### src/hdl/assert_macros.svh
// Assertion helpers shared by the RTL files.
`ifndef ASSERT_MACROS_SVH
`define ASSERT_MACROS_SVH

// Same-cycle implication, switched off during reset.
`define ASSERT_IMPLY(lbl, clk, rst, ante, cons) \
   lbl: assert property (@(posedge clk) disable iff (rst) (ante) |-> (cons)) \
      else $error("same-cycle implication failed");

// Next-cycle implication, switched off during reset.
`define ASSERT_NEXT(lbl, clk, rst, ante, cons) \
   lbl: assert property (@(posedge clk) disable iff (rst) (ante) |=> (cons)) \
      else $error("next-cycle implication failed");

`endif

### src/hdl/bmpru_pkg.sv
package bmpru_pkg;

   localparam int MAX_WIDTH     = 4096;
   localparam int MAX_HEIGHT    = 4096;
   localparam int PALETTE_DEPTH = 256;

   localparam int DIM_W     = 13;
   localparam int PAL_AW    = (PALETTE_DEPTH > 1) ? $clog2(PALETTE_DEPTH) : 1;
   localparam int CSR_IDX_W = 2;

   localparam logic [7:0] ALPHA_OPAQUE = 8'hFF;

   // register indexes on the configuration channel
   localparam logic [CSR_IDX_W-1:0] CSR_PIXEL_MODE   = 2'd0;
   localparam logic [CSR_IDX_W-1:0] CSR_IMAGE_WIDTH  = 2'd1;
   localparam logic [CSR_IDX_W-1:0] CSR_IMAGE_HEIGHT = 2'd2;

   localparam logic MODE_PALETTE = 1'b0;
   localparam logic MODE_BGR     = 1'b1;

   localparam logic REQ_PALETTE = 1'b0;
   localparam logic REQ_DATA    = 1'b1;

   typedef logic [7:0] octet_type;

   // one accepted item as seen by the output pipeline
   typedef struct packed {
      logic      emit;
      logic      direct;
      logic      pal_hit;
      octet_type red;
      octet_type green;
      octet_type blue;
      logic      row_last;
      logic      image_last;
   } pix_event_type;

   // write and read command for the palette memory
   typedef struct packed {
      logic              wr_en;
      logic [PAL_AW-1:0] wr_addr;
      logic [23:0]       wr_data;
      logic              rd_en;
      logic [PAL_AW-1:0] rd_addr;
   } pal_cmd_type;

endpackage

### src/hdl/bmpru_ctrl.sv
`include "assert_macros.svh"

module bmpru_ctrl (
   input  logic                                clock,
   input  logic                                reset,
   input  logic                                csr_valid,
   output logic                                csr_ready,
   input  logic [bmpru_pkg::CSR_IDX_W-1:0]     csr_index,
   input  logic [bmpru_pkg::DIM_W-1:0]         csr_wdata,
   input  logic                                accept,
   input  logic                                req_type,
   input  logic [39:0]                         req_fields,
   output bmpru_pkg::pix_event_type            event_out,
   output bmpru_pkg::pal_cmd_type              pal_cmd
);

   localparam int W = bmpru_pkg::DIM_W;

   logic         mode_ff, mode_in;
   logic [W-1:0] width_ff, width_in;
   logic [W-1:0] height_ff, height_in;
   logic [15:0]  gath_ff, gath_in;
   logic [1:0]   phase_ff, phase_in;
   logic [W-1:0] col_ff, col_in;
   logic [W-1:0] row_ff, row_in;
   logic [1:0]   pad_ff, pad_in;

   logic         csr_wr;
   logic [W-1:0] w_eff, h_eff;
   logic [7:0]   data_byte, pal_index;
   logic         is_data, padding, pix_byte, emit, row_last, image_last;
   logic [1:0]   row_bytes_lo, pad_new;

   function automatic logic [W-1:0] clamp_dim(input logic [W-1:0] v,
                                              input logic [W-1:0] maxv);
      logic [W-1:0] r;
      if (v == '0) begin
         r = W'(1);
      end else if (v > maxv) begin
         r = maxv;
      end else begin
         r = v;
      end
      return r;
   endfunction

   assign csr_ready = 1'b1;
   assign csr_wr    = csr_valid && csr_ready;

   assign pal_index = req_fields[7:0];
   assign data_byte = req_fields[39:32];

   assign w_eff = clamp_dim(width_ff, W'(bmpru_pkg::MAX_WIDTH));
   assign h_eff = clamp_dim(height_ff, W'(bmpru_pkg::MAX_HEIGHT));

   assign is_data  = accept && (req_type == bmpru_pkg::REQ_DATA);
   assign padding  = (pad_ff != 2'd0);
   assign pix_byte = is_data && !padding;
   assign emit     = pix_byte && ((mode_ff == bmpru_pkg::MODE_PALETTE) || (phase_ff == 2'd2));

   assign row_last   = ({1'b0, col_ff} + (W+1)'(1)) >= {1'b0, w_eff};
   assign image_last = row_last && (({1'b0, row_ff} + (W+1)'(1)) >= {1'b0, h_eff});

   // row length mod 4 decides the padding up to the next 32-bit boundary
   assign row_bytes_lo = (mode_ff == bmpru_pkg::MODE_PALETTE) ? w_eff[1:0]
                                                              : 2'(w_eff[1:0] * 2'd3);
   assign pad_new = 2'd0 - row_bytes_lo;

   always_comb begin
      mode_in   = mode_ff;
      width_in  = width_ff;
      height_in = height_ff;
      gath_in   = gath_ff;
      phase_in  = phase_ff;
      col_in    = col_ff;
      row_in    = row_ff;
      pad_in    = pad_ff;

      if (is_data && padding) begin
         pad_in = pad_ff - 2'd1;
      end

      if (pix_byte && (mode_ff == bmpru_pkg::MODE_BGR)) begin
         case (phase_ff)
            2'd0: begin
               gath_in  = {8'd0, data_byte};
               phase_in = 2'd1;
            end
            2'd1: begin
               gath_in  = {data_byte, gath_ff[7:0]};
               phase_in = 2'd2;
            end
            default: begin
               phase_in = 2'd0;
            end
         endcase
      end

      if (emit) begin
         if (row_last) begin
            col_in = '0;
            row_in = image_last ? '0 : row_ff + W'(1);
            pad_in = pad_new;
         end else begin
            col_in = col_ff + W'(1);
         end
      end

      if (csr_wr) begin
         case (csr_index)
            bmpru_pkg::CSR_PIXEL_MODE: begin
               mode_in  = csr_wdata[0];
               phase_in = 2'd0;
               gath_in  = '0;
            end
            bmpru_pkg::CSR_IMAGE_WIDTH:  width_in  = csr_wdata;
            bmpru_pkg::CSR_IMAGE_HEIGHT: height_in = csr_wdata;
            default: ;
         endcase
      end
   end

   always_ff @(posedge clock) begin
      if (reset) begin
         mode_ff   <= bmpru_pkg::MODE_BGR;
         width_ff  <= W'(1);
         height_ff <= W'(1);
         gath_ff   <= '0;
         phase_ff  <= 2'd0;
         col_ff    <= '0;
         row_ff    <= '0;
         pad_ff    <= 2'd0;
      end else begin
         mode_ff   <= mode_in;
         width_ff  <= width_in;
         height_ff <= height_in;
         gath_ff   <= gath_in;
         phase_ff  <= phase_in;
         col_ff    <= col_in;
         row_ff    <= row_in;
         pad_ff    <= pad_in;
      end
   end

   always_comb begin
      event_out.emit       = emit;
      event_out.direct     = (mode_ff == bmpru_pkg::MODE_BGR);
      event_out.pal_hit    = ({1'b0, data_byte} < 9'(bmpru_pkg::PALETTE_DEPTH));
      event_out.red        = data_byte;
      event_out.green      = gath_ff[15:8];
      event_out.blue       = gath_ff[7:0];
      event_out.row_last   = row_last;
      event_out.image_last = image_last;
   end

   always_comb begin
      pal_cmd.wr_en   = accept && (req_type == bmpru_pkg::REQ_PALETTE)
                        && ({1'b0, pal_index} < 9'(bmpru_pkg::PALETTE_DEPTH));
      pal_cmd.wr_addr = pal_index[bmpru_pkg::PAL_AW-1:0];
      pal_cmd.wr_data = {req_fields[15:8], req_fields[23:16], req_fields[31:24]};
      pal_cmd.rd_en   = is_data;
      pal_cmd.rd_addr = data_byte[bmpru_pkg::PAL_AW-1:0];
   end

   // padding is only ever armed at the end of a complete pixel
   `ASSERT_IMPLY(a_pad_no_partial, clock, reset, pad_ff != 2'd0, phase_ff == 2'd0)
   `ASSERT_IMPLY(a_col_in_range, clock, reset, 1'b1,
                 col_ff < W'(bmpru_pkg::MAX_WIDTH) && row_ff < W'(bmpru_pkg::MAX_HEIGHT))

endmodule

### config.mk
export PLATFORM = sky130hd
export DESIGN_NAME = bmpru_ctrl
export DESIGN_NICKNAME = d
export VERILOG_FILES = /design/src/hdl/bmpru_pkg.sv /design/src/hdl/bmpru_ctrl.sv
export VERILOG_INCLUDE_DIRS = /design/src /design/src/hdl
export SDC_FILE = /design/constraint.sdc
export NUM_CORES = 1
export LEC_CHECK = 0
export ABC_AREA = 1
export BUFFER_PORTS_ARGS = -buffer_cell sky130_fd_sc_hd__buf_2
export CORE_ASPECT_RATIO = 1.25
export CORE_UTILIZATION = 57
export CTS_CLUSTER_DIAMETER = 50
export DETAILED_ROUTE_END_ITERATION = 6
export HOLD_SLACK_MARGIN = 0.08
export PLACE_DENSITY = 0.95
export SLEW_MARGIN = 0
export SYNTH_ARGS = -nofsm -noshare
export SYNTH_HDL_FRONTEND = slang
export SYNTH_SLANG_ARGS = --single-unit
export TNS_END_PERCENT = 50
### constraint.sdc
create_clock -name clock -period 6.7 [get_ports clock]
set_clock_uncertainty 0.05 [all_clocks]
set_input_delay 0.335 -clock clock [delete_from_list [all_inputs] [get_ports clock]]
set_output_delay 0.335 -clock clock [all_outputs]
set_load 0.01 [all_outputs]
==> metrics.md <==
| Metric | Value |
|---|---|
| Register clock-pin slew on the reported worst setup and hold paths | `0.08 ns` |
| Num rows | `36` |
| Post-place instance area | `4538 µm²` |
| Number of maximum-capacitance violations | `0` |
| Layout area overhead | `3.910%` |
| Vias | `4063` |
| Ratio of cells with drive above 1 in the final layout | `16.36%` |
| CTS root buffer | `clkbuf_8` |
| Power density over the cells | `209.6 nW/µm²` |
| Post-cts repair resize count | `0` |
| GR Util All Layers | `26.22%` |
| Proportion of register bits with asynchronous set or reset after synthesis | `0%` |
| Clock latency at the later pin of the worst-skew pair | `0.35 ns` |
| Final Non-Filler Cells | `743` |
| DRT iter0 DRCs | `186` |
| Count of state elements after synthesis | `73` |
| DRC viols | `0` |
| Unrepaired setup endpoints after global routing | `no` |
| Period minus WS final | `3.291 ns` |
| Hold-fix buffers, CTS | `0` |
| WP data arrival | `2.91 ns` |
| Portion of the post-synthesis area used by sequential elements | `31.94%` |
| Post-CTS repair timing setup buffer count | `0` |
| DIE WIDTH | `82.14 µm` |
| Total die area | `8392 µm²` |
| Sort of element at the end of the critical path | `output pin` |
| Number of antenna violations at the first check in global routing | `0` |
| Placer Congestion | `0.9713` |
| TritonCTS clock tree | `built` |
| Clk buf depth | `2` |
| Number of global-route vias before repair | `3827` |
| Worst slew margin relative to its limit | `53.16%` |
| Area of the placeable core | `7792 µm²` |
| Die span in y | `102.2 µm` |
| Count of H-tree levels built during CTS | `3` |
| Commonest cells after routing, fill and taps aside | `nand2_1 (114), nor2_1 (83), dfxtp_1 (73)` |
| CP Class | `reg2out` |
| Final Hold Fails | `0` |
| Post-detailed-route wirelength per cell | `13.78 µm` |
| GRT overflow | `0` |
| Initial cell density of the core | `58.72%` |
| IO Port Bufs | `65` |
| Number of clock buffers inserted by TritonCTS | `9` |
| TritonCTS Sinks | `73` |
| Highest ir drop seen on vdd | `0.0001490 V` |
| Post-detailed-routing wire length | `10240 µm` |
| Max-slew violation total from the final report | `0` |
| Required time of the critical path | `6.31 ns` |
| Final critical-path share of the clock period | `49.11%` |
| Mean Syn Cell Area | `7.172 µm²` |
| Cell area after synthesis | `4576 µm²` |
| Post-route design area | `4755 µm²` |
| Instance count after placement with tap cells included | `727` |
| Prevailing post-synth register cell | `dfxtp_1` |
| Met1 demand-to-capacity share in global routing | `28.43%` |
| Routing usage on met3 | `5.179%` |
| Result of the run | `finished, final reports clean` |
| Number of placed I/O pins | `132` |
| Number of instances in the synthesized netlist | `638` |
| Ys Warns | `0` |
| Global routing's busiest layer | `met2` |
| Final setup TNS | `0 ns` |
| Length of the first detailed-routing pass in iterations | `5` |
| Top achievable clock speed | `303.9 MHz` |
| Tot Pwr | `996.5 µW` |
| Layout net count | `732` |
| Wire length of the first global-routing pass | `16880 µm` |
| Worst min-delay path class | `in2reg` |
| Setup violations, final | `0` |
| Distinct cells, synth | `43` |
| Diodes inserted | `0` |
| CP Launch Type | `flop` |
| Leakage power of the design | `2.190 nW` |
| Maximum number of pins on one net before global-route repair | `42` |
| Average via count per standard cell | `5.468` |
| Highest net fanout along the worst path | `11` |
| HPWL after detailed placement | `7895 µm` |
| Most common library cell in the layout ignoring fill and taps | `nand2_1` |
| Post-route ant nets | `0` |
| Met2 Usage GRT | `46.22%` |
| Slew at the pin with the worst max-slew slack | `0.7001 ns` |
| Number of synthesized flops with an enable pin | `0` |
cells in the mapped netlist, types with 3 or more instances:
| cell type | count | share of area, % |
|---|---|---|
| buf_2 | 4 | 0.44 |
| ha_1 | 29 | 7.9 |
| xnor2_1 | 4 | 0.77 |
| nand3_1 | 30 | 3.3 |
| buf_4 | 55 | 9.0 |
| a21oi_1 | 36 | 3.9 |
| dfxtp_1 | 73 | 32 |
| nor3_1 | 5 | 0.55 |
| nor4_1 | 3 | 0.41 |
| nand2_2 | 3 | 0.41 |
| o21ai_0 | 47 | 5.1 |
| nand2_4 | 3 | 0.74 |
| a211oi_1 | 8 | 1.3 |
| xor2_1 | 16 | 3.1 |
| o31ai_1 | 8 | 1.3 |
| nor2_1 | 83 | 6.8 |
| clkbuf_1 | 13 | 1.1 |
| nand4_1 | 6 | 0.82 |
| inv_1 | 69 | 5.7 |
| nand2_1 | 114 | 9.4 |
registers in the layout, summed over array words and instances (netlist names):
name and count:
row_ff 13, gath_ff 16, col_ff 13, mode_ff 1
width_ff 13, pad_ff 2, height_ff 13, phase_ff 2
critical path, stage by stage (launching register included):
cell and delay [ns]:
dfxtp_1 0.30, inv_1 0.13, nand4_1 0.13, nor2_1 0.18, nand2_1 0.09, nand2_1 0.26
nand2_1 0.17, inv_1 0.13, ha_1 0.24, nand2_1 0.06, nand3_1 0.14, nand2_1 0.10
nand2_1 0.06, nand2_1 0.06, nand2_1 0.09, nand2_4 0.10, nand2_4 0.08, nand2_1 0.09
inv_1 0.04, buf_2 0.13
area by class of cell:
cell class	count	area, µm²
tap	95	118.9
timing repair buffer	66	332.8
sequential	73	1461
inverter	72	270.3
fill	670	3038
clock inverter	7	92.59
clock buffer	9	123.9
multi-input combinational	421	2355
stage by stage:
| stage | hold slack (ns) | setup WS, ns | util (%) |
|---|---|---|---|
| floorplan | 0.3541 | 4.049 | - |
| global placement | 0.3936 | 3.826 | 58.24 |
| detailed placement | 0.4013 | 3.746 | 58.24 |
| CTS | 0.1716 | 3.407 | 61.01 |
| global route | 0.1813 | 3.168 | 61.01 |
| finish | 0.1820 | 3.409 | 61.01 |
kinds of logic (layout without fill, tap and decap cells):
family	count (synthesis)	in the layout	synth area share [%]
AND/OR/NAND/NOR	262	262	26.20
buffers and inverters	145	154	16.68
AO/OA/AOI/OAI	108	108	13.34
flip-flops	73	73	31.94
adder cells (fa/ha/maj)	29	29	7.930
XOR/XNOR	20	20	3.828
other	1	2	0.08196
power breakdown:
part	switching [mW]	internal, mW
sequential	0.0124	0.449
combinational	0.0995	0.0517
clock	0.174	0.210
metal layers:
| layer | vias to the layer above | routed length (µm) |
|---|---|---|
| met4 | 0 | 490 |
| met1 | 1863 | 3992 |
| met3 | 47 | 466 |
| met2 | 137 | 5292 |
| li1 | 2016 | - |
| met5 | - | 0 |
worst paths after layout:
| check | endpoint | cells past startpoint | from | slack, ns |
|---|---|---|---|---|
| worst min register to register | gath_ff[0]$_SDFF_PP0_ | 2 | gath_ff[0]$_SDFF_PP0_ | 0.41 |
| worst min-delay path | height_ff[10]$_SDFFE_PP0P_ | 3 | csr_wdata[10] | 0.18 |
| worst max register to register | row_ff[8]$_SDFFE_PP0P_ | 19 | col_ff[0]$_SDFFE_PP0P_ | 3.67 |
| worst max-delay path | event_out[0] | 19 | width_ff[1]$_SDFFE_PP0P_ | 3.41 |
No activity file was read; power rests on OpenSTA's default activity.
