[config.mk]
export PLATFORM = sky130hd
export DESIGN_NAME = bmpru_out
export DESIGN_NICKNAME = d
export VERILOG_FILES = /design/src/hdl/bmpru_pkg.sv /design/src/hdl/bmpru_out.sv
export VERILOG_INCLUDE_DIRS = /design/src /design/src/hdl
export SDC_FILE = /design/constraint.sdc
export NUM_CORES = 1
export LEC_CHECK = 0
export ABC_CLOCK_PERIOD_IN_PS = 3900
export BUFFER_PORTS_ARGS = -buffer_cell sky130_fd_sc_hd__buf_2
export CORE_MARGIN = 3
export CORE_UTILIZATION = 45
export CTS_CLUSTER_SIZE = 14
export DETAILED_ROUTE_END_ITERATION = 7
export PLACE_DENSITY = 0.77
export SLEW_MARGIN = 15
export SYNTH_ARGS = -nofsm -noshare
export SYNTH_HDL_FRONTEND = slang
export SYNTH_SLANG_ARGS = --single-unit
export TNS_END_PERCENT = 10
[constraint.sdc]
create_clock -name clock -period 3.9 [get_ports clock]
set_input_delay 0.975 -clock clock [delete_from_list [all_inputs] [get_ports clock]]
set_output_delay 0.975 -clock clock [all_outputs]
set_load 0.01 [all_outputs]
[src/hdl/assert_macros.svh]
// Assertion helpers shared by the RTL files.
`ifndef ASSERT_MACROS_SVH
`define ASSERT_MACROS_SVH

// Same-cycle implication, switched off during reset.
`define ASSERT_IMPLY(lbl, clk, rst, ante, cons) \
   lbl: assert property (@(posedge clk) disable iff (rst) (ante) |-> (cons)) \
      else $error("same-cycle implication failed");

// Next-cycle implication, switched off during reset.
`define ASSERT_NEXT(lbl, clk, rst, ante, cons) \
   lbl: assert property (@(posedge clk) disable iff (rst) (ante) |=> (cons)) \
      else $error("next-cycle implication failed");

`endif

[src/hdl/bmpru_pkg.sv]
package bmpru_pkg;

   localparam int MAX_WIDTH     = 4096;
   localparam int MAX_HEIGHT    = 4096;
   localparam int PALETTE_DEPTH = 256;

   localparam int DIM_W     = 13;
   localparam int PAL_AW    = (PALETTE_DEPTH > 1) ? $clog2(PALETTE_DEPTH) : 1;
   localparam int CSR_IDX_W = 2;

   localparam logic [7:0] ALPHA_OPAQUE = 8'hFF;

   // register indexes on the configuration channel
   localparam logic [CSR_IDX_W-1:0] CSR_PIXEL_MODE   = 2'd0;
   localparam logic [CSR_IDX_W-1:0] CSR_IMAGE_WIDTH  = 2'd1;
   localparam logic [CSR_IDX_W-1:0] CSR_IMAGE_HEIGHT = 2'd2;

   localparam logic MODE_PALETTE = 1'b0;
   localparam logic MODE_BGR     = 1'b1;

   localparam logic REQ_PALETTE = 1'b0;
   localparam logic REQ_DATA    = 1'b1;

   typedef logic [7:0] octet_type;

   // one accepted item as seen by the output pipeline
   typedef struct packed {
      logic      emit;
      logic      direct;
      logic      pal_hit;
      octet_type red;
      octet_type green;
      octet_type blue;
      logic      row_last;
      logic      image_last;
   } pix_event_type;

   // write and read command for the palette memory
   typedef struct packed {
      logic              wr_en;
      logic [PAL_AW-1:0] wr_addr;
      logic [23:0]       wr_data;
      logic              rd_en;
      logic [PAL_AW-1:0] rd_addr;
   } pal_cmd_type;

endpackage

[src/hdl/bmpru_out.sv]
`include "assert_macros.svh"

module bmpru_out (
   input  logic                     clock,
   input  logic                     reset,
   input  logic                     accept,
   input  bmpru_pkg::pix_event_type event_in,
   input  logic [23:0]              pal_rd_data,
   output logic                     take_ok,
   output logic                     rsp_tvalid,
   input  logic                     rsp_tready,
   output logic [31:0]              rsp_tdata,
   output logic                     rsp_tlast,
   output logic                     rsp_tuser
);

   logic                     s1_valid_ff, s1_valid_in;
   bmpru_pkg::pix_event_type s1_ev_ff, s1_ev_in;
   logic                     rsp_valid_ff, rsp_valid_in;
   logic [31:0]              rsp_data_ff, rsp_data_in;
   logic                     rsp_last_ff, rsp_last_in;
   logic                     rsp_user_ff, rsp_user_in;

   logic       out_free, s1_move;
   logic [7:0] red, green, blue;

   assign out_free = !rsp_valid_ff || rsp_tready;
   assign s1_move  = s1_valid_ff && out_free;
   assign take_ok  = !s1_valid_ff || out_free;

   // palette data arrives in the cycle after the read, alongside the stage-1 item
   always_comb begin
      if (s1_ev_ff.direct) begin
         red   = s1_ev_ff.red;
         green = s1_ev_ff.green;
         blue  = s1_ev_ff.blue;
      end else if (s1_ev_ff.pal_hit) begin
         red   = pal_rd_data[23:16];
         green = pal_rd_data[15:8];
         blue  = pal_rd_data[7:0];
      end else begin
         red   = 8'd0;
         green = 8'd0;
         blue  = 8'd0;
      end
   end

   always_comb begin
      s1_valid_in  = s1_valid_ff;
      s1_ev_in     = s1_ev_ff;
      rsp_valid_in = rsp_valid_ff;
      rsp_data_in  = rsp_data_ff;
      rsp_last_in  = rsp_last_ff;
      rsp_user_in  = rsp_user_ff;

      if (accept) begin
         s1_valid_in = event_in.emit;
         s1_ev_in    = event_in;
      end else if (s1_move) begin
         s1_valid_in = 1'b0;
      end

      if (s1_move) begin
         rsp_valid_in = 1'b1;
         rsp_data_in  = {bmpru_pkg::ALPHA_OPAQUE, blue, green, red};
         rsp_last_in  = s1_ev_ff.row_last;
         rsp_user_in  = s1_ev_ff.image_last;
      end else if (rsp_tready) begin
         rsp_valid_in = 1'b0;
      end
   end

   always_ff @(posedge clock) begin
      if (reset) begin
         s1_valid_ff  <= 1'b0;
         rsp_valid_ff <= 1'b0;
      end else begin
         s1_valid_ff  <= s1_valid_in;
         rsp_valid_ff <= rsp_valid_in;
      end
      s1_ev_ff    <= s1_ev_in;
      rsp_data_ff <= rsp_data_in;
      rsp_last_ff <= rsp_last_in;
      rsp_user_ff <= rsp_user_in;
   end

   assign rsp_tvalid = rsp_valid_ff;
   assign rsp_tdata  = rsp_data_ff;
   assign rsp_tlast  = rsp_last_ff;
   assign rsp_tuser  = rsp_user_ff;

   // hold the pending pixel while the output register is blocked
   `ASSERT_NEXT(a_s1_hold, clock, reset, s1_valid_ff && !out_free,
                s1_valid_ff && $stable(s1_ev_ff))
   `ASSERT_IMPLY(a_image_ends_row, clock, reset, rsp_valid_ff && rsp_user_ff, rsp_last_ff)

endmodule

==> results of run 1 <==
==> final cells by class <==
cell class | count | area (sq um)
multi-input cells | 42 | 305
clock buffers | 6 | 72.6
fillers | 327 | 1640
repair buffers | 84 | 420
inverters | 1 | 3.75
clock inverters | 2 | 35.0
flip-flops and latches | 56 | 1660
well taps | 50 | 62.6
==> path summary, 6_finish.rpt <==
check | from | to | cells after the start
max | rsp_tready | take_ok | 4
min | s1_ev_ff[0] | rsp_tuser | 0
max reg2reg | s1_ev_ff[27] | rsp_tdata[6] | 2
min reg2reg | s1_ev_ff[0] | rsp_tuser | 0
==> cells in the mapped netlist (2+ instances only) <==
cell type   n  share of area [%]
buf_6       3                1.6
nand2_1     3               0.55
a21oi_1     2               0.49
edfxtp_1   54                 79
buf_2       2               0.49
a22o_2      3                1.5
buf_4       8                2.9
a22o_1     20                8.6
dfxtp_1     2                2.0
==> sequential cells by signal, summed over array words and instances (netlist names) <==
name	flops
rsp_tuser	1
rsp_tlast	1
rsp_tvalid	1
s1_ev_ff	28
s1_valid_ff	1
rsp_tdata	24
==> cell families (layout without fill, tap and decap cells) <==
family	count (synthesis)	after routing	synth area share, %
AO/OA/AOI/OAI	26	26	10.8
AND/OR/NAND/NOR	8	8	2.69
buffers and inverters	14	93	5.25
flip-flops	56	56	81.1
other	1	8	0.183
==> metrics by stage <==
stage / total power [mW] / utilization (%) / std cells / setup WS, ns / instance area (sq um)
after floorplan: 0.783 / - / 112 / 1.51 / 2070
after global placement: 0.819 / 58.4 / 233 / 1.30 / 2450
after detailed placement: 0.827 / 58.4 / 233 / 1.26 / 2450
after CTS: 1.19 / 61.0 / 241 / 1.26 / 2560
after global routing: 1.22 / 61.0 / 241 / 1.22 / 2560
final: 1.17 / 61.0 / 241 / 1.27 / 2560
==> power groups by stage <==
stage | Clock [mW] | Sequential [mW] | Combinational, mW
CTS | 0.372 | 0.719 | 0.0947
floorplan | 0 | 0.730 | 0.0534
global route | 0.393 | 0.723 | 0.102
finish | 0.361 | 0.719 | 0.0936
detailed placement | 0 | 0.733 | 0.0944
global placement | 0 | 0.730 | 0.0893
==> per-layer routing <==
layer  track usage [%]  up-vias  share of wire, %
li1                  -      569                 -
met1              17.6      565                37
met2              28.2       65                53
met3              4.51        4               8.6
met4              6.04        0               1.5
met5                 0        -                 0
==> cells in the final DEF (no fill, tap or decap), types with 2 or more instances in the layout <==
cell      netlist  final
a21oi_1         2      2
buf_2           2     84
edfxtp_1       54     54
a22o_2          3      3
dfxtp_1         2      2
nand2_1         3      3
conb_1          1      8
clkbuf_8        0      5
a22o_1         20     20
==> worst register-to-register path, stage by stage, from the launching register on <==
cell and delay, ns:
edfxtp_1 0.96, nor2b_4 0.28, a22o_2 0.29
==> impl_metrics.toml, run 1 <==
[placed_design]
io_buffer_count = 84
hpwl_mm = 3.05
place_congestion = 0.706

[clock_tree]
cts_tree = "built"
htree_levels = 2
clock_latency_ns = 0.30
cts_setup_buffers = 0
cts.root.buffer_cell = "clkbuf_8"
clkTransAtPathRegs_ns = 0.09
cts_buffer_depth = 2
numCtsBuffers = 5
ctsResizeCount = 0
ctsHoldBuffers = 0
cts_sinks = 56

[critical_path]
required_ns = 2.92
crit_family = "simple AND/OR/NAND/NOR gates"
crit_buf_inv = 2
slowest_delay_ns = 0.28
cp-start-kind = "input pin"
end_kind = "output pin"
ff2ff_setup_slack_ns = 2.12
critical_path.cell_chain = "buf_2 > nand2b_1 > or2_2 > buf_2"
crit_path_frequent_cell = "buf_2"
crit_arrival_ns = 1.66
worstSetupPathType = "in2out"
crit_slowest_cell = "or2_2"
path_max_fanout = 3

[floorplanning]
die_w_microns = 73.5
die_h_microns = 73.5
dieArea_sq_um = 5400
io_pins = 93
start_util_pct = 48.7
row_count = 23
fp.coreArea_sq_um = 4200

[logic_synthesis]
syn_area_sq_um = 2050
yosysSeqAreaShare_pct = 81.1
avgSynthCellArea_sq_um = 19.5
ys_seq_elements = 56
ys_types = 17
syn_inst = 105
synthFlopType = "edfxtp_1"
synth_edf_count = 54
synth_warnings = 0
async_reset_ff_share_pct = 0

[sta]
tightestPinTransition_ns = 1.15
maxSlewHeadroom_pct = 23.5
setup_viol = 0
hold-worst-slack_ns = 0.436
finalHoldViolations = 0
period_minus_slack_ns = 2.63
fmax_mhz = 380
finalSetupTns_ns = 0
finalCritPeriodShare_pct = 67.5
drv_slew = 0
rsz0062_at_grt = "no"
skew_ns = 0.00495

[global_route]
grt_pass1_vias = 1267
overflow = 0
grt_usage_pct = 15.8
antenna_found_initial = 0
grt_max_degree = 31
grt_pass1_wl_mm = 6.16

[pwr]
switching_share_pct = 19.8
clkPwrFrac_pct = 30.8
p_sw_mw = 0.232
powerDensity_nw_per_um2 = 458
p_leak_nw = 1.06
power_frac_seq_pct = 61.3
p_int_mw = 0.942
ir_drop_v = 0.000228
comb_power_share_pct = 8.0

[drt]
drc = 0
via_count = 1203
via_per_inst = 4.99
antenna_left = 0
routedWlPerCell_microns = 17.5
wirelength_mm = 4.21
firstDrtPassIters = 4
first_iter_violations = 95

[status]
status = "complete, no violations"

[cells_and_area]
nets = 247
syn2layout_area_growth_pct = 25.0
drive_gt1_share_pct = 50.3
diodes = 0

[min_path]
hold_class = "reg2reg"

[flow_run]
maxCapViolCount = 0
(Power assumes the default switching activity.)
==> inputs of run 2 (changes only) <==
Settings changed: ABC_CLOCK_PERIOD_IN_PS 3900 to 2500.
Clock period 3.9 ns to 2.5 ns, I/O delays scaled along.
==> run 2 against run 1 <==
Non-clock buffer count up 2. Setup slack got worse by 0.70 ns. Combinational power increased by 68%. Core utilization shrank 0.18 points. Via count rose by 1.8%. Clock skew grew 0.0027 ns. Sequential power grew 54%. Routed wire length shrank 3.7%. Clock power grew 31%. Hold slack about the same. Sequential share of layout area rose by 0.19 points. Total power grew 48%. Critical path type unchanged.
==> impl_metrics.toml, run 2 (same netlist as run 1, synthesis figures left out) <==
[drt]
via_per_inst = 5.04
routedWlPerCell_microns = 16.7
wl_met2_mm = 2.13
dr.max_layer_used = "met4"
drc = 0
dr_wl_met3_microns = 374
m1WireLength_mm = 1.48
wirelength_mm = 4.05
via_count = 1225
firstDrtPassIters = 4
antenna_left = 0
first_iter_violations = 85

[placed_design]
hpwl_mm = 3.02
place_congestion = 0.710
io_buffer_count = 84
dp.cells = 235
pre_cts_ws_ns = 0.559

[floorplanning]
die_w_microns = 73.5
dieArea_sq_um = 5400
die_h_microns = 73.5
row_count = 23
fp.coreArea_sq_um = 4200
start_util_pct = 48.7
io_pins = 93

[cells_and_area]
mostFrequentLayoutCell = "buf_2"
regMostFlops = "s1_ev_ff"
nets = 249
largest_register_ff_count = 28
drive_gt1_share_pct = 50.3
fin_cells = 243
diodes = 0
n_fill_cell = 330
final_cell_mix = "84 x buf_2, 54 x edfxtp_1, 20 x a22o_1, 8 x conb_1, 5 x clkbuf_8"
syn2layout_area_growth_pct = 24.7

[sta]
finalHoldViolations = 0
skew_ns = 0.00764
setup_slack_ns = 0.562
setup_viol = 0
finalSetupTns_ns = 0
finalCritPeriodShare_pct = 77.5
fmax_mhz = 516
maxSlewHeadroom_pct = 56.7
period_minus_slack_ns = 1.94
tightestPinTransition_ns = 0.649
drv_slew = 0
rsz0062_at_grt = "no"

[critical_path]
worstSetupPathType = "in2out"
slowest_delay_ns = 0.28
end_kind = "output pin"
crit_path_frequent_cell = "buf_2"
crit_arrival_ns = 1.31
cp-start-kind = "input pin"
crit_slowest_cell = "or2_2"
path_max_fanout = 3
cp-startpoint = "rsp_tready"
crit_family = "simple AND/OR/NAND/NOR gates"
critical_path.cell_chain = "buf_2 > nand2b_1 > or2_2 > buf_2"
required_ns = 1.88
r2r-start = "s1_ev_ff[27]"
crit_buf_inv = 2

[global_route]
antenna_found_initial = 0
grt_max_degree = 31
overflow = 0
grt_pass1_wl_mm = 5.96
grt_usage_pct = 15.2
grt_pass1_vias = 1223

[clock_tree]
clock_latency_ns = 0.30
htree_levels = 2
clkTransAtPathRegs_ns = 0.09
numCtsBuffers = 5
cts_sinks = 56
cts_tree = "built"
ctsResizeCount = 0
cts.root.buffer_cell = "clkbuf_8"
ctsHoldBuffers = 0
cts_buffer_depth = 2
cts_setup_buffers = 0

[pwr]
powerDensity_nw_per_um2 = 682
p_leak_nw = 1.05
ir_drop_v = 0.000344

[status]
status = "complete, no violations"

[min_path]
min-delay-start = "s1_ev_ff[1]"
hold_class = "reg2reg"

[flow_run]
maxCapViolCount = 0
==> run 2: changes by cell type in the layout (fill, tap and decap cells not counted) <==
| cell | change |
|---|---|
| clkbuf_1 | +1 |
| clkinv_4 | +1 |
| buf_4 | +2 |
| clkinv_2 | -1 |
| bufinv_16 | -1 |
==> run 2: area by class of cell <==
class / instances / area [sq um] / share of cell area [%]
Clock buffer: 7 / 76.3 / 2.99
Clock inverter: 1 / 8.76 / 0.343
Timing Repair Buffer: 86 / 435 / 17.1
Tap cell: 50 / 62.6 / 2.45
Inverter: 1 / 3.75 / 0.147
Sequential cell: 56 / 1660 / 65.1
Multi-Input combinational cell: 42 / 305 / 12.0
==> run 2: routing by layer <==
metal / track usage, % / up-vias
met5: 0 / -
met4: 5.43 / 0
met3: 5.20 / 5
met2: 26.9 / 62
met1: 16.9 / 583
li1: - / 575
==> run 2: worst register-to-register path, delay by kind of cell, from the launching register on <==
| family | cells | cell delay [ns] |
|---|---|---|
| compound gates | 1 | 0.24 |
| flops | 1 | 0.44 |
| simple gates | 1 | 0.46 |
==> run 2: path summary, 6_finish.rpt <==
| kind | endpoint | slack, ns | cells past startpoint |
|---|---|---|---|
| setup / recovery | take_ok | 0.56 | 4 |
| hold / removal | rsp_tlast | 0.44 | 0 |
| setup reg to reg | rsp_tdata[17] | 1.22 | 2 |
| hold reg to reg | rsp_tlast | 0.44 | 0 |
==> run 2: report_power, final <==
group          total, mW  switching [mW]  internal (mW)
clock              0.472           0.272          0.201
sequential          1.11          0.0167           1.10
combinational      0.157          0.0791         0.0777
total               1.74           0.367           1.37
==> run 2: per-stage QoR <==
stage	instance area [sq um]	power (mW)	util (%)	hold WS, ns
finish	2550	1.74	60.8	0.437
global route	2550	1.81	60.8	0.449
global placement	2470	1.28	58.8	0.404
floorplan	2070	1.22	-	0.400
detailed placement	2470	1.29	58.8	0.417
CTS	2550	1.76	60.8	0.439
==> inputs of run 3 (changes only) <==
Settings changed: ABC_CLOCK_PERIOD_IN_PS 2500 to 1800.
Clock period 2.5 ns to 1.8 ns, I/O delays scaled along.
==> run 3 against run 2 <==
Setup slack got worse by 0.39 ns. Core utilization is 1.4 points higher. Register-to-register slack lost 0.67 ns. First-iteration DRC count increased by 13%. Clock power up 68%. Largest cell class unchanged. Cell area grew 2.3%. Sequential share of layout area down 1.5 points. Critical path type is now reg2out.
==> impl_metrics.toml, run 3 (same netlist as run 1, synthesis figures left out) <==
[placed_design]
pre_cts_ws_ns = 0.220
io_buffer_count = 84
hpwl_mm = 3.00
place_congestion = 0.712

[clock_tree]
cts_tree = "built"
cts.root.buffer_cell = "clkbuf_8"
cts_setup_buffers = 0
htree_levels = 2
ctsHoldBuffers = 0
clkTransAtPathRegs_ns = 0.09
cts_buffer_depth = 2
numCtsBuffers = 5
clock_latency_ns = 0.30
cts_sinks = 56
ctsResizeCount = 0

[sta]
maxSlewHeadroom_pct = 66.1
setup_viol = 0
fmax_mhz = 614
setup_slack_ns = 0.171
finalSetupTns_ns = 0
rsz0062_at_grt = "no"
finalHoldViolations = 0
drv_slew = 0
tightestPinTransition_ns = 0.508
period_minus_slack_ns = 1.63
hold-worst-slack_ns = 0.305
finalCritPeriodShare_pct = 90.5
skew_ns = 0.00379

[critical_path]
worstSetupPathType = "reg2out"
r2r-start = "s1_ev_ff[27]"
crit_arrival_ns = 1.18
required_ns = 1.35
cp-start-kind = "flip-flop"
end_kind = "output pin"
cp-startpoint = "rsp_tvalid"
path_max_fanout = 3

[floorplanning]
die_w_microns = 73.5
die_h_microns = 73.5
io_pins = 93
fp.coreArea_sq_um = 4200
start_util_pct = 48.7
dieArea_sq_um = 5400
row_count = 23

[cells_and_area]
n_fill_cell = 331
regMostFlops = "s1_ev_ff"
largest_register_ff_count = 28
nets = 250
drive_gt1_share_pct = 51.5
mostFrequentLayoutCell = "buf_2"
syn2layout_area_growth_pct = 27.6
diodes = 0
final_cell_mix = "84 x buf_2, 54 x edfxtp_1, 20 x a22o_1, 8 x conb_1, 5 x clkbuf_8"
finish.utilization_pct = 62.2

[pwr]
p_int_mw = 2.05
p_sw_mw = 0.516
ir_drop_v = 0.000501
power_frac_seq_pct = 60.3
power_mw = 2.56
powerDensity_nw_per_um2 = 981
switching_share_pct = 20.1
comb_power_share_pct = 8.7
clkPwrFrac_pct = 31.0
p_leak_nw = 1.08

[global_route]
grtUsageMet3_pct = 4.92
grt_pass1_vias = 1188
use_met1_pct = 15.8
grt_max_degree = 27
grt_usage_pct = 14.6
grt_busiest_layer = "met2"
met2_usage_pct = 26.0
overflow = 0
grt_pass1_wl_mm = 5.64
antenna_found_initial = 0

[flow_run]
maxCapViolCount = 0

[status]
status = "complete, no violations"

[drt]
firstDrtPassIters = 4
first_iter_violations = 96
antenna_left = 0
routedWlPerCell_microns = 16.3
wirelength_mm = 3.98
via_count = 1206
drc = 0
via_per_inst = 4.94

[min_path]
min-delay-start = "reset"
hold_class = "in2reg"
==> run 3: cell types whose count changed in the layout (fill, tap and decap cells not counted) <==
| cell | previous run | this run |
|---|---|---|
| clkinv_2 | 0 | 1 |
| clkinv_4 | 1 | 0 |
| clkbuf_1 | 2 | 0 |
| buf_4 | 2 | 1 |
| bufinv_16 | 0 | 1 |
| buf_12 | 0 | 2 |
| clkinvlp_4 | 0 | 1 |
==> run 3: routing by layer <==
layer / wire length [microns] / vias up / part of all wire (%)
met3: 383 / 6 / 9.6
met2: 2110 / 67 / 53
met1: 1420 / 559 / 36
met5: 0 / - / 0
li1: - / 574 / -
met4: 61 / 0 / 1.5
==> run 3: layout make-up <==
| class | count | area (sq um) | share of cell area [%] |
|---|---|---|---|
| inverter | 1 | 3.75 | 0.144 |
| timing repair buffer | 87 | 468 | 17.9 |
| multi-input combinational | 42 | 305 | 11.7 |
| tap | 50 | 62.6 | 2.39 |
| sequential | 56 | 1660 | 63.6 |
| clock inverter | 3 | 42.5 | 1.63 |
| clock buffer | 5 | 68.8 | 2.63 |
==> run 3: power by group through the flow <==
| stage | clock [mW] | combinational, mW | sequential [mW] |
|---|---|---|---|
| final | 0.795 | 0.224 | 1.54 |
| after global routing | 0.872 | 0.243 | 1.55 |
| after CTS | 0.816 | 0.226 | 1.55 |
| after detailed placement | 0 | 0.226 | 1.58 |
| after global placement | 0 | 0.216 | 1.57 |
| after floorplan | 0 | 0.116 | 1.58 |
==> run 3: worst paths after layout <==
check | cells past startpoint | slack, ns | endpoint
setup / recovery | 3 | 0.17 | take_ok
hold / removal | 2 | 0.30 | rsp_tvalid
setup reg to reg | 2 | 0.55 | rsp_tdata[7]
hold reg to reg | 0 | 0.44 | rsp_tuser
==> run 3: critical path, stage by stage, from the launching register on <==
cell and delay, ns:
dfxtp_1 0.36, nand2b_1 0.10, or2_2 0.28, buf_2 0.15
==> run 3: per-stage QoR <==
step | area (sq um) | std cells
finish | 2610 | 244
global route | 2610 | 244
global placement | 2500 | 236
CTS | 2610 | 244
detailed placement | 2500 | 236
floorplan | 2070 | 112
